File: config.mk
export PLATFORM = sky130hd
export DESIGN_NAME = led_drive_auto_gain_stepper
export DESIGN_NICKNAME = d
export VERILOG_FILES = /design/src/hw/rtl/ldags_pkg.sv /design/src/hw/rtl/led_drive_auto_gain_stepper.sv
export SDC_FILE = /design/constraint.sdc
export NUM_CORES = 1
export LEC_CHECK = 0
export ABC_AREA = 1
export BUFFER_PORTS_ARGS = -buffer_cell sky130_fd_sc_hd__buf_2
export CAP_MARGIN = 10
export CORE_ASPECT_RATIO = 0.9
export CORE_MARGIN = 2
export CORE_UTILIZATION = 30
export DETAILED_ROUTE_END_ITERATION = 8
export PLACE_DENSITY = 0.55
export SETUP_SLACK_MARGIN = 0.3
export SKIP_CTS_REPAIR_TIMING = 1
export SLEW_MARGIN = 30
export SYNTH_ARGS = -nofsm -noshare
export SYNTH_HDL_FRONTEND = slang
export SYNTH_SLANG_ARGS = --single-unit
File: constraint.sdc
create_clock -name clk_i -period 5.88 [get_ports clk_i]
set_input_delay 0.588 -clock clk_i [delete_from_list [all_inputs] [get_ports clk_i]]
set_output_delay 0.588 -clock clk_i [all_outputs]
set_load 0.02 [all_outputs]
File: src/hw/rtl/ldags_pkg.sv
// ----------------------------------------------------------------------------
// ldags_pkg
// shared types and constants for the led drive auto gain stepper
// ----------------------------------------------------------------------------
package ldags_pkg;

  // field widths
  localparam int unsigned SampleW  = 24;
  localparam int unsigned CodeW    = 8;
  localparam int unsigned GainW    = 3;
  localparam int unsigned TicksW   = 6;

  // stream payload widths, padded to whole bytes
  localparam int unsigned InDataW  = 24;
  localparam int unsigned OutDataW = 24;
  localparam int unsigned OutUsedW = 2 * CodeW + GainW + 2;

  // apb port
  localparam int unsigned ApbAddrW = 5;
  localparam int unsigned ApbDataW = 32;

  localparam logic [CodeW-1:0] FullScale = 8'd255;

  // register map, index = paddr[4:2]
  typedef enum logic [2:0] {
    RegLowThreshold   = 3'd0,
    RegHighThreshold  = 3'd1,
    RegCurrentStep    = 3'd2,
    RegCurrentFloor   = 3'd3,
    RegResetGain      = 3'd4,
    RegMinGain        = 3'd5,
    RegOffPulseCurr   = 3'd6,
    RegOffPulseTicks  = 3'd7
  } reg_idx_e;

  // register reset values
  localparam logic [SampleW-1:0] LowThresholdRst  = 24'd300000;
  localparam logic [SampleW-1:0] HighThresholdRst = 24'd1000000;
  localparam logic [CodeW-1:0]   CurrentStepRst   = 8'd40;
  localparam logic [CodeW-1:0]   CurrentFloorRst  = 8'd175;
  localparam logic [GainW-1:0]   ResetGainRst     = 3'd5;
  localparam logic [GainW-1:0]   MinGainRst       = 3'd1;
  localparam logic [CodeW-1:0]   OffPulseCurrRst  = 8'd50;
  localparam logic [TicksW-1:0]  OffPulseTicksRst = 6'd2;

  // gain after reset
  localparam logic [GainW-1:0]   GainRst          = 3'd5;

  typedef struct packed {
    logic             min_reached;
    logic             light_changed;
    logic [GainW-1:0] gain_step;
    logic [CodeW-1:0] led_two_current;
    logic [CodeW-1:0] led_one_current;
  } result_t;

endpackage

File: src/hw/rtl/led_drive_auto_gain_stepper.sv
// ----------------------------------------------------------------------------
// led_drive_auto_gain_stepper
// per-frame led current and front-end gain control from ambient-corrected ir
// ----------------------------------------------------------------------------
//
//  channel   dir  handshake              payload
//  s_axis    in   tvalid / tready        tdata: ir_sample; tuser: sensor_off
//  m_axis    out  tvalid / tready        tdata: led one, led two, gain, flags
//  apb       in   psel/penable/pready    8 config registers at 4*i
//
//  one beat per cycle sustained while the result side is ready: a beat lands
//  in the input register, then the update logic (24-bit compares, one 9-bit
//  subtract) runs against the live state and writes state and the result
//  register together once the result register is empty or being taken;
//  result valid is the valid bit of the result register
//  input ready only drops when the input register is full and the result
//  register is full and not being taken this cycle
//  reset puts the current at full scale, the gain at its reset step, the
//  frame counter at zero and the config registers at their defaults
//
module led_drive_auto_gain_stepper #(
  parameter int unsigned BLINK_PERIOD = 20
) (
  input  logic                           clk_i,
  input  logic                           rst_ni,

  input  logic                           s_axis_tvalid,
  output logic                           s_axis_tready,
  // [23:0] ir_sample
  input  logic [ldags_pkg::InDataW-1:0]  s_axis_tdata,
  // [0] sensor_off
  input  logic                           s_axis_tuser,

  output logic                           m_axis_tvalid,
  input  logic                           m_axis_tready,
  // [7:0] led_one_current, [15:8] led_two_current, [18:16] gain_step,
  // [19] light_changed, [20] min_reached, [23:21] zero
  output logic [ldags_pkg::OutDataW-1:0] m_axis_tdata,

  input  logic                           psel,
  input  logic                           penable,
  input  logic                           pwrite,
  input  logic [ldags_pkg::ApbAddrW-1:0] paddr,
  input  logic [ldags_pkg::ApbDataW-1:0] pwdata,
  output logic [ldags_pkg::ApbDataW-1:0] prdata,
  output logic                           pready
);

  localparam int unsigned TickW = $clog2(BLINK_PERIOD);
  localparam logic [TickW:0] PeriodVal = (TickW + 1)'(BLINK_PERIOD);

  // config registers
  logic [ldags_pkg::SampleW-1:0] low_thr_q, high_thr_q;
  logic [ldags_pkg::CodeW-1:0]   cur_step_q, cur_floor_q, off_curr_q;
  logic [ldags_pkg::GainW-1:0]   rst_gain_q, min_gain_q;
  logic [ldags_pkg::TicksW-1:0]  off_ticks_q;

  // block state
  logic [ldags_pkg::CodeW-1:0]   drive_q, drive_d;
  logic [ldags_pkg::GainW-1:0]   gain_q, gain_d;
  logic [TickW-1:0]              tick_q, tick_d;

  // input register
  logic                          in_vld_q;
  logic [ldags_pkg::SampleW-1:0] sample_q;
  logic                          off_q;

  // result register
  logic                          out_vld_q;
  ldags_pkg::result_t            res_q, res_d;

  logic                          advance;
  logic                          cfg_wr;
  ldags_pkg::reg_idx_e           cfg_idx;

  assign advance       = in_vld_q && (!out_vld_q || m_axis_tready);
  assign s_axis_tready = !in_vld_q || advance;

  assign pready  = 1'b1;
  assign cfg_wr  = psel && penable && pwrite && pready;
  assign cfg_idx = ldags_pkg::reg_idx_e'(paddr[4:2]);

  // ---------------------------------------------------------------- config
  always_ff @(posedge clk_i or negedge rst_ni) begin
    if (!rst_ni) begin
      low_thr_q   <= ldags_pkg::LowThresholdRst;
      high_thr_q  <= ldags_pkg::HighThresholdRst;
      cur_step_q  <= ldags_pkg::CurrentStepRst;
      cur_floor_q <= ldags_pkg::CurrentFloorRst;
      rst_gain_q  <= ldags_pkg::ResetGainRst;
      min_gain_q  <= ldags_pkg::MinGainRst;
      off_curr_q  <= ldags_pkg::OffPulseCurrRst;
      off_ticks_q <= ldags_pkg::OffPulseTicksRst;
    end else if (cfg_wr) begin
      case (cfg_idx)
        ldags_pkg::RegLowThreshold:  low_thr_q   <= pwdata[ldags_pkg::SampleW-1:0];
        ldags_pkg::RegHighThreshold: high_thr_q  <= pwdata[ldags_pkg::SampleW-1:0];
        ldags_pkg::RegCurrentStep:   cur_step_q  <= pwdata[ldags_pkg::CodeW-1:0];
        ldags_pkg::RegCurrentFloor:  cur_floor_q <= pwdata[ldags_pkg::CodeW-1:0];
        ldags_pkg::RegResetGain:     rst_gain_q  <= pwdata[ldags_pkg::GainW-1:0];
        ldags_pkg::RegMinGain:       min_gain_q  <= pwdata[ldags_pkg::GainW-1:0];
        ldags_pkg::RegOffPulseCurr:  off_curr_q  <= pwdata[ldags_pkg::CodeW-1:0];
        ldags_pkg::RegOffPulseTicks: off_ticks_q <= pwdata[ldags_pkg::TicksW-1:0];
        default: ;
      endcase
    end
  end

  // register readback
  always_comb begin
    prdata = '0;
    case (cfg_idx)
      ldags_pkg::RegLowThreshold:  prdata = ldags_pkg::ApbDataW'(low_thr_q);
      ldags_pkg::RegHighThreshold: prdata = ldags_pkg::ApbDataW'(high_thr_q);
      ldags_pkg::RegCurrentStep:   prdata = ldags_pkg::ApbDataW'(cur_step_q);
      ldags_pkg::RegCurrentFloor:  prdata = ldags_pkg::ApbDataW'(cur_floor_q);
      ldags_pkg::RegResetGain:     prdata = ldags_pkg::ApbDataW'(rst_gain_q);
      ldags_pkg::RegMinGain:       prdata = ldags_pkg::ApbDataW'(min_gain_q);
      ldags_pkg::RegOffPulseCurr:  prdata = ldags_pkg::ApbDataW'(off_curr_q);
      ldags_pkg::RegOffPulseTicks: prdata = ldags_pkg::ApbDataW'(off_ticks_q);
      default:                     prdata = '0;
    endcase
  end

  // ----------------------------------------------------------- input stage
  always_ff @(posedge clk_i or negedge rst_ni) begin
    if (!rst_ni) begin
      in_vld_q <= 1'b0;
    end else if (s_axis_tready) begin
      in_vld_q <= s_axis_tvalid;
    end
  end

  always_ff @(posedge clk_i) begin
    if (s_axis_tvalid && s_axis_tready) begin
      sample_q <= s_axis_tdata[ldags_pkg::SampleW-1:0];
      off_q    <= s_axis_tuser;
    end
  end

  // ---------------------------------------------------------- update logic
  logic [TickW:0]               tick_inc;
  logic                         weak_hit, strong_hit;
  logic [ldags_pkg::CodeW:0]    diff;
  logic                         below_floor;
  logic [ldags_pkg::GainW:0]    min_plus1;
  logic                         clamp;
  logic                         changed, at_min;
  logic [ldags_pkg::CodeW-1:0]  led_two;

  always_comb begin
    // frame counter wraps at the blink period, blink test uses the new value
    tick_inc = {1'b0, tick_q} + 1'b1;
    tick_d   = (tick_inc >= PeriodVal) ? '0 : tick_inc[TickW-1:0];

    weak_hit   = (sample_q < low_thr_q) && (gain_q <= min_gain_q);
    strong_hit = (sample_q >= high_thr_q);

    // borrow means the step exceeds the current, treated as below floor
    diff        = {1'b0, drive_q} - {1'b0, cur_step_q};
    below_floor = diff[ldags_pkg::CodeW] || (diff[ldags_pkg::CodeW-1:0] < cur_floor_q);

    // gain - 1 <= min, with gain of zero going negative
    min_plus1 = {1'b0, min_gain_q} + 1'b1;
    clamp     = ({1'b0, gain_q} <= min_plus1);

    drive_d = drive_q;
    gain_d  = gain_q;
    changed = 1'b0;
    at_min  = 1'b0;

    if (weak_hit) begin
      drive_d = ldags_pkg::FullScale;
      gain_d  = rst_gain_q;
      changed = 1'b1;
    end else if (strong_hit) begin
      changed = 1'b1;
      if (below_floor) begin
        drive_d = ldags_pkg::FullScale;
        if (clamp) begin
          gain_d = min_gain_q;
          at_min = 1'b1;
        end else begin
          gain_d = gain_q - 1'b1;
        end
      end else begin
        drive_d = diff[ldags_pkg::CodeW-1:0];
      end
    end

    // second led blinks while the probe is off
    if (off_q) begin
      led_two = (ldags_pkg::TicksW'(tick_d) < off_ticks_q) ? off_curr_q : '0;
    end else begin
      led_two = drive_d;
    end

    res_d.led_one_current = drive_d;
    res_d.led_two_current = led_two;
    res_d.gain_step       = gain_d;
    res_d.light_changed   = changed;
    res_d.min_reached     = at_min;
  end

  always_ff @(posedge clk_i or negedge rst_ni) begin
    if (!rst_ni) begin
      drive_q <= ldags_pkg::FullScale;
      gain_q  <= ldags_pkg::GainRst;
      tick_q  <= '0;
    end else if (advance) begin
      drive_q <= drive_d;
      gain_q  <= gain_d;
      tick_q  <= tick_d;
    end
  end

  // ---------------------------------------------------------- result stage
  always_ff @(posedge clk_i or negedge rst_ni) begin
    if (!rst_ni) begin
      out_vld_q <= 1'b0;
    end else if (advance) begin
      out_vld_q <= 1'b1;
    end else if (m_axis_tready) begin
      out_vld_q <= 1'b0;
    end
  end

  always_ff @(posedge clk_i) begin
    if (advance) begin
      res_q <= res_d;
    end
  end

  assign m_axis_tvalid = out_vld_q;
  assign m_axis_tdata  = {{(ldags_pkg::OutDataW - ldags_pkg::OutUsedW){1'b0}}, res_q};

endmodule

Word-level counts from Yosys, hierarchy flattened
Index checks and enable logic that the tools add are counted.

storage, ports and cells
  output and inout bits = 59
  register bits after elaboration = 148
  word-level logic and storage cells = 76

cells by class
  reductions and logical operators = 21
  order comparisons = 7
  bitwise operators = 2
  muxes and demuxes = 15
  add/sub/neg operators = 4
  equal/unequal tests = 7

operators by type and width
  operator                                                                             number
  32-bit case mux with 8 select lines                                                  1
  8-bit two-way mux                                                                    5
  24-bit greater-or-equal comparator                                                   1
  24-bit less-than comparator                                                          1
  2-bit AND reduction                                                                  8
  3-bit == test, second input constant                                                 4
  3-bit two-way mux                                                                    4
  8-bit by 8-bit subtractor with 9-bit output                                          1
  8-bit less-than comparator                                                           1
  5-bit by 1-bit adder with 6-bit output, second input constant                        1
  3-bit by 2-bit == test with 1-bit output, second input constant                      2
  6-bit by 5-bit greater-or-equal comparator with 1-bit output, second input constant  1
  5-bit by 6-bit less-than comparator with 1-bit output                                1
  1-bit logical AND                                                                    5
  5-bit two-way mux                                                                    1
  3-bit by 1-bit adder with 4-bit output, second input constant                        1
  3-bit by 4-bit <= comparator with 1-bit output                                       1
  1-bit two-way mux                                                                    4
  3-bit by 1-bit == test with 1-bit output, second input constant                      1
  3-bit <= comparator                                                                  1
  3-bit zero test                                                                      1
  1-bit logical OR                                                                     3
  3-bit OR reduction                                                                   1
  3-bit by 1-bit subtractor with 3-bit output, second input constant                   1
  3 further kinds                                                                      5

Longest topological paths before layout
Gate-level depths: netlist of run 1.

  word-level depth = 7
  depth in mapped cells = 23

Least setup slack after synthesis of run 1
Ideal clock, no wire load.

  kind = register to register
  start = register cur_step_q[3] (netlist name)
  end = register res_q (netlist bit m_axis_tdata[17]), data pin
  cell stages (with the launch flop) = 19
  required time = 5,625 ps
  setup slack = 3,101 ps
  arrival = 2,525 ps
  cells stage by stage = dfstp_2 -> inv_1 -> ha_1 -> nand2_1 -> inv_1 -> o21ai_0 -> nand3b_1 -> xor2_1 -> ha_1 -> nand2_1 -> o21a_1 -> nand2_1 -> nand2_1 -> buf_6 -> nand2_1 -> nand2_1 -> nand2_1 -> nand3_1 -> and2_1

on the way
  cells in the longest elaborated chain, start to end = 6

RTL lines
  element                                        line                                text
  from (decl)                                    led_drive_auto_gain_stepper.sv:54   logic [ldags_pkg::CodeW-1:0] cur_step_q, cur_floor_q, off_curr_q;
  from (signal assigned)                         led_drive_auto_gain_stepper.sv:88   cur_step_q <= ldags_pkg::CurrentStepRst;
  from (signal assigned)                         led_drive_auto_gain_stepper.sv:98   ldags_pkg::RegCurrentStep: cur_step_q <= pwdata[ldags_pkg::CodeW-1:0];
  8-bit by 8-bit subtractor with 9-bit output *  led_drive_auto_gain_stepper.sv:160  diff = {1'b0, drive_q} - {1'b0, cur_step_q};
  8-bit less-than comparator                     led_drive_auto_gain_stepper.sv:161  below_floor = diff[ldags_pkg::CodeW] || (diff[ldags_pkg::CodeW-1:0] < cur_floor_q);
  1-bit logical OR *                             led_drive_auto_gain_stepper.sv:161
  3-bit two-way mux *                            led_drive_auto_gain_stepper.sv:178  if (below_floor) begin
  3-bit two-way mux *                            led_drive_auto_gain_stepper.sv:176  end else if (strong_hit) begin
  3-bit two-way mux *                            led_drive_auto_gain_stepper.sv:172  if (weak_hit) begin
  net gain_d (one bit)                           led_drive_auto_gain_stepper.sv:60   logic [ldags_pkg::GainW-1:0] gain_q, gain_d;
  to (signal assigned)                           led_drive_auto_gain_stepper.sv:230  res_q <= res_d;
  to (decl)                                      led_drive_auto_gain_stepper.sv:70   ldags_pkg::result_t res_q, res_d;

The timed path passes the listed nets; every way through them passes the cells marked *.
A chain may end at the register's enable or synchronous reset.

Worst setup path in the final report of run 1
  start = register drive_q[2] (netlist name)
  end = register res_q (netlist bit m_axis_tdata[8]), data pin

on the way
  cells in the longest elaborated chain, start to end = 7

RTL lines
  element                                        line                                text
  from (decl)                                    led_drive_auto_gain_stepper.sv:59   logic [ldags_pkg::CodeW-1:0] drive_q, drive_d;
  from (signal assigned)                         led_drive_auto_gain_stepper.sv:207  drive_q <= ldags_pkg::FullScale;
  from (signal assigned)                         led_drive_auto_gain_stepper.sv:211  drive_q <= drive_d;
  8-bit by 8-bit subtractor with 9-bit output *  led_drive_auto_gain_stepper.sv:160
  8-bit less-than comparator                     led_drive_auto_gain_stepper.sv:161
  1-bit logical OR *                             led_drive_auto_gain_stepper.sv:161
  8-bit two-way mux *                            led_drive_auto_gain_stepper.sv:178
  8-bit two-way mux *                            led_drive_auto_gain_stepper.sv:176
  8-bit two-way mux *                            led_drive_auto_gain_stepper.sv:172
  net drive_d (one bit)                          led_drive_auto_gain_stepper.sv:59
  8-bit two-way mux *                            led_drive_auto_gain_stepper.sv:192  if (off_q) begin
  net led_two (one bit)                          led_drive_auto_gain_stepper.sv:149  logic [ldags_pkg::CodeW-1:0] led_two;

Marked as above.

==> impl_metrics.tcl, run 1 <==
set metrics [dict create \
    htree_num_levels 4 \
    n_antenna_cell 0 \
    finalClockSkew_ps 13.54 \
    grt-ovfl-total 0 \
    grt_usage_pct 15.26 \
    die_w_um 182.2 \
    dr.pass1.iters 8 \
    final_layout_size_suffix_gt1_share_pct 19.93 \
    grt_pass1_vias 6416 \
    drt-total-wl_um 22110 \
    path_class "reg2reg" \
    wl_per_cell_um 15.26 \
    regArea_um2 3984 \
    place_hpwl_um 16470 \
    postSynthCellCount 976 \
    seq_area_frac_synth_pct 46.49 \
    fin_crit_sh_pct 56.23 \
    total_leakage_power_nw 4.752 \
    cp_data_arrival_time_ps 3480 \
    synthTopCellsByCount "nand2_1 (254), inv_1 (145), ha_1 (76)" \
    portBuffers 105 \
    synth.top_cell.area_share_pct 18.10 \
    clock_latency_ps 430 \
    clockRootBuffer "clkbuf_16" \
    yosys.area.top_type "dfrtp_1" \
    synthToLayoutAreaGrowth_pct 15.84 \
    yosys.cell_count.top_type "nand2_1" \
    multi_input_area_um2 3810 \
    worst_ep_required_time_ps 6060 \
    num-fill-cells 2874 \
    slew_viol_final 0 \
    io_pins 128 \
    clk_pin_slew_ps 70 \
    relSlewSlack_pct 39.87 \
    crit_fanout 11 \
    synth_edf_count 46 \
    tightest_slew_ps 895.3 \
    layout_setup_ws_ps 2574 \
    drt-initial-drc-count 346 \
    grt_antenna_before_repair 0 \
    ys_ff_latch 148 \
    fin_setup_tns_ps 0 \
    irDropWorstVdd_mv 0.2034 \
    core_um2 28010 \
    grt_max_degree 74 \
    rows 58 \
    hold_viol_final 0 \
    via_per_inst 4.633 \
    nets 1222 \
    synth_warnings 0 \
    fmax_ghz 0.3025 \
    cts_tree "done" \
    async_flop_share_pct 68.92 \
    dieArea_um2 29940 \
    ys_types 44 \
    p_per_area_nw_per_um2 438.2 \
    ys.flop_type "dfrtp_1" \
    cts_buffer_depth 2 \
    ant_nets 0 \
    finalCriticalPeriod_ps 3306 \
    chipHeight_um 164.3 \
    drv_cap 0 \
    cts_buffers 17 \
    drc 0 \
    hold_path.class "in2async" \
    grt_setup_unrepaired "false" \
    outcome "finished clean" \
    setup_viol_count_final 0 \
    crit_path_start_kind "flop" \
    pre_cts_slack_ps 2572 \
    detailroute.via_count 6713 \
    end_kind "flop" \
    place_congestion 0.8334 \
    synth.area.top_cells "dfrtp_1 (18%), edfxtp_1 (16%), dfstp_2 (12%), nand2_1 (11%), ha_1 (11%)" \
    initial_core_util_pct 30.59 \
    syn_area_um2 8569 \
    postSynthAreaPerCell_um2 8.780 \
    clock_sinks 148 \
    grt_pass1_wl_um 34960 \
]
-- layout by cell type, fill, tap and decap left out, drive strengths merged, types with 6 or more instances in the layout --
cell type	instances
xor2	6
o22ai	25
clkinv	6
edfxtp	46
buf	109
clkbuf	18
nor2	28
ha	76
a21oi	40
dfrtp	62
nand2	260
nand3	38
o21ai	93
inv	156
conb	12
dfstp	40
nand4	30
-- registers in the layout (all words and copies together) (netlist names) --
register       cells
rst_gain_q         3
sample_q          24
low_thr_q         24
m_axis_tdata      21
in_vld_q           1
cur_step_q         8
cur_floor_q        8
tick_q             5
gain_q             3
high_thr_q        24
m_axis_tvalid      1
drive_q            8
off_curr_q         8
min_gain_q         3
off_ticks_q        6
off_q              1
-- layer usage --
metal / GRT usage, % / share of wire [%] / up-vias
li1: - / - / 3426
met1: 21.17 / 49 / 3111
met2: 23.35 / 44 / 157
met3: 3.902 / 5.6 / 19
met4: 4.765 / 1.7 / 0
met5: 0 / 0 / -
-- where the power goes --
group | switching, mW | internal, mW | leakage (nW)
clock | 0.475 | 0.564 | 0.272
combinational | 1.12 | 0.626 | 2.83
sequential | 0.173 | 1.40 | 1.65
total | 1.76 | 2.59 | 4.75
-- area by class of cell --
class / instances / share of cell area (%)
Sequential cell: 148 / 40.13
Tap cell: 360 / 4.537
Timing Repair Buffer: 109 / 5.659
Clock buffer: 18 / 4.424
Clock inverter: 14 / 1.197
Multi-Input combinational cell: 650 / 38.38
Inverter: 150 / 5.672
-- kinds of logic after synthesis --
kind of cell / share of synthesized area [%]
AO/OA/AOI/OAI: 12.29
XOR/XNOR: 0.9199
adder cells (fa/ha/maj): 11.33
buffers and inverters: 9.549
flip-flops: 46.49
other: 0.08764
AND/OR/NAND/NOR: 19.33
-- worst max-delay path: stages (launching register included) --
cell and delay (ps):
dfstp_2 560, ha_1 290, a21oi_1 150, nand2_1 120, nand2_1 90, nand3_1 70, xor2_1 220, inv_1 90
ha_1 310, a21oi_1 80, o21a_1 160, nand2_1 120, nand2_1 260, inv_1 150, nand2_1 60, nand2_1 60
nand3_1 110, nand2_1 90, nand2_1 60
-- path summary, 6_finish.rpt --
path	cells after the start	to	slack [ps]	from
setup / recovery	18	m_axis_tdata[8]$_DFFE_PP_	2570	drive_q[2]$_DFFE_PN1P_
hold / removal	1	high_thr_q[22]$_DFFE_PN0P_	90	rst_ni
setup reg to reg	18	m_axis_tdata[8]$_DFFE_PP_	2570	drive_q[2]$_DFFE_PN1P_
hold reg to reg	2	high_thr_q[16]$_DFFE_PN1P_	480	high_thr_q[16]$_DFFE_PN1P_
max in group asynchronous	2	off_ticks_q[2]$_DFFE_PN0P_	4740	rst_ni
min in group clk_i	1	sample_q[20]$_DFFE_PP_	330	s_axis_tdata[20]
-- stage by stage --
step / area (um2) / hold WS, ps / total power, mW / util, % / instances
global route: 9927 / 117.0 / 4.729 / 35.44 / 1449
CTS: 9918 / 99.85 / 4.385 / 35.41 / 1449
floorplan: 8607 / 292.4 / 2.873 / - / 986
detailed placement: 9360 / 466.8 / 3.326 / 33.42 / 1417
global placement: 9360 / 461.1 / 3.271 / 33.42 / 1417
finish: 9927 / 90.03 / 4.350 / 35.44 / 1449
Note: power is estimated with default switching activity, not from simulation.
==> run 2: changes to the inputs <==
--- a/config.mk
+++ b/config.mk
@@ -12,7 +12,7 @@
 export CORE_MARGIN = 2
 export CORE_UTILIZATION = 30
 export DETAILED_ROUTE_END_ITERATION = 8
-export PLACE_DENSITY = 0.55
+export PLACE_DENSITY = 0.57
 export SETUP_SLACK_MARGIN = 0.3
 export SKIP_CTS_REPAIR_TIMING = 1
 export SLEW_MARGIN = 30
==> constraint.sdc (replaced) <==
create_clock -name clk_i -period 2.7 [get_ports clk_i]
set_input_delay 0.27 -clock clk_i [delete_from_list [all_inputs] [get_ports clk_i]]
set_output_delay 0.27 -clock clk_i [all_outputs]
set_load 0.02 [all_outputs]
==> run 2 against run 1 <==
  * Maximum frequency rose by 14%
  * Via count grew 4.3%
  * Worst hold slack got worse by 84 ps
  * Wire length rose by 2.8%
  * Critical path depth decreased by 1
  * The run now ends with setup timing left
  * Clock power up 130%
  * Combinational power rose to 2.9 times the previous value
  * Die area did not move
  * Highest routed layer unchanged
  * Register-to-register slack lost 2800 ps
==> impl_metrics.tcl, run 2 (synthesis gave the netlist of run 1 again) <==
set metrics [dict create \
    via_per_inst 4.678 \
    end_kind "flop" \
    clock_latency_ps 430 \
    cts_buffers 17 \
    place_congestion 0.8779 \
    grt_max_degree 66 \
    drc 0 \
    final_layout_size_suffix_gt1_share_pct 26.67 \
    hold_ws_ps 6.238 \
    reg_top3 "high_thr_q (24), low_thr_q (24), sample_q (24)" \
    htree_num_levels 4 \
    maxUsedRoutingLayer "met4" \
    crit_path_start_kind "flop" \
    initial_core_util_pct 30.59 \
    grt_pass1_wl_um 36190 \
    final_util_pct 37.77 \
    cts_buffer_depth 2 \
    clockRootBuffer "clkbuf_16" \
    layout_setup_ws_ps -191.2 \
    core_um2 28010 \
    startpoint "drive_q[0]$_DFFE_PN1P_" \
    synthToLayoutAreaGrowth_pct 23.48 \
    grt_pass1_vias 6774 \
    path_delay_family "simple AND/OR/NAND/NOR gates" \
    cp_slowest_cell "fa_2" \
    cp_cell_sequence "inv_2 -> ha_4 -> inv_4 -> fa_2 -> nand4_1 -> nand3b_1 -> xor2_2 -> ha_1 -> nand2_1 -> o21a_1 -> nand2_4 -> nand2_8 -> nand2_2 -> nand2_2 -> nand2_2 -> nand3_2 -> and2_1" \
    fmax_ghz 0.3459 \
    path_class "reg2reg" \
    dieArea_um2 29940 \
    detailroute.via_count 7003 \
    grt_setup_unrepaired "true" \
    grt_antenna_before_repair 1 \
    wl_per_cell_um 15.18 \
    irDropWorstVdd_mv 0.4881 \
    crit_buf_inv 2 \
    portBuffers 105 \
    chipHeight_um 164.3 \
    drt-initial-drc-count 366 \
    cp_data_arrival_time_ps 3070 \
    most-common-layout-cells "nand2_1 (241), inv_1 (138), buf_2 (104)" \
    finalCriticalPeriod_ps 2891 \
    rows 58 \
    hold_viol_final 0 \
    setup_viol_count_final 25 \
    fin_crit_sh_pct 107.1 \
    met2_length_um 10200 \
    clock_sinks 148 \
    drt-met1-wl_um 11160 \
    min_from "s_axis_tdata[16]" \
    drt-total-wl_um 22730 \
    final_common_cell "nand2_1" \
    reg2reg_from "drive_q[0]$_DFFE_PN1P_" \
    drv_cap 0 \
    max_stage_delay_ps 380 \
    multi_input_area_um2 4049 \
    grt-ovfl-total 0 \
    place_hpwl_um 17140 \
    slew_viol_final 0 \
    die_w_um 182.2 \
    ant_nets 0 \
    dr.pass1.iters 5 \
    crit_fanout 6 \
    failed_checks "setup timing" \
    finalClockSkew_ps 15.72 \
    clk_pin_slew_ps 70 \
    relSlewSlack_pct 42.48 \
    grt_usage_pct 15.60 \
    num-fill-cells 2817 \
    outcome "finished, violations left" \
    io_pins 128 \
    total_leakage_power_nw 5.022 \
    p_per_area_nw_per_um2 1030 \
    tightest_slew_ps 856.3 \
    nets 1269 \
    wl_met3_um 1084 \
    regArea_um2 3984 \
    hold_path.class "in2reg" \
    worst_ep_required_time_ps 2880 \
    cts_tree "done" \
    crit_top_cell "nand2_2" \
]
## run 2: metal layers
metal / GRT usage [%] / vias up
met1: 21.89 / 3291
li1: - / 3518
met3: 3.282 / 18
met4: 4.509 / 0
met5: 0 / -
met2: 24.31 / 176
## run 2: per-stage QoR
stage	TNS [ps]	setup slack, ps	cell area [um2]	std cells	power (mW)
floorplan	0	49.01	8665	986	6.357
global placement	-2358	-166.3	9688	1453	7.646
detailed placement	-3583	-227.2	9688	1453	7.759
CTS	-4053	-242.9	10290	1485	10.24
global route	-6817	-342.7	10580	1496	11.76
finish	-2152	-191.2	10580	1497	10.90
## run 2: worst register-to-register path: stages (launching register included)
cell and delay, ps:
dfstp_2 370, inv_2 60, ha_4 140, inv_4 40
fa_2 380, nand4_1 100, nand3b_1 130, xor2_2 210
ha_1 280, nand2_1 60, o21a_1 200, nand2_4 140
nand2_8 100, nand2_2 90, nand2_2 50, nand2_2 60
nand3_2 70, and2_1 160
## run 2: final timing paths
path,endpoint,slack [ps],depth (start not counted)
max,m_axis_tdata[17]$_DFFE_PP_,-190,17
min,sample_q[16]$_DFFE_PP_,6,1
max reg2reg,m_axis_tdata[17]$_DFFE_PP_,-190,17
min reg2reg,high_thr_q[14]$_DFFE_PN1P_,470,2
max in group asynchronous,cur_step_q[3]$_DFFE_PN1P_,1510,3
min in group asynchronous,high_thr_q[3]$_DFFE_PN0P_,390,2
## run 2: report_power, final
| group | switching, mW | internal [mW] | total [mW] | leakage [nW] |
|---|---|---|---|---|
| Combinational | 2.93 | 2.11 | 5.04 | 3.08 |
| Sequential | 0.373 | 3.04 | 3.41 | 1.65 |
| Clock | 1.01 | 1.42 | 2.44 | 0.290 |
## run 2: layout make-up
| class | count | area share [%] |
|---|---|---|
| Clock inverter | 13 | 1.395 |
| Inverter | 150 | 5.345 |
| Multi-Input combinational cell | 651 | 38.26 |
| Timing Repair Buffer | 155 | 8.786 |
| Antenna cell | 1 | 0.02365 |
| Sequential cell | 148 | 37.65 |
| Clock buffer | 19 | 4.280 |
| Tap cell | 360 | 4.257 |
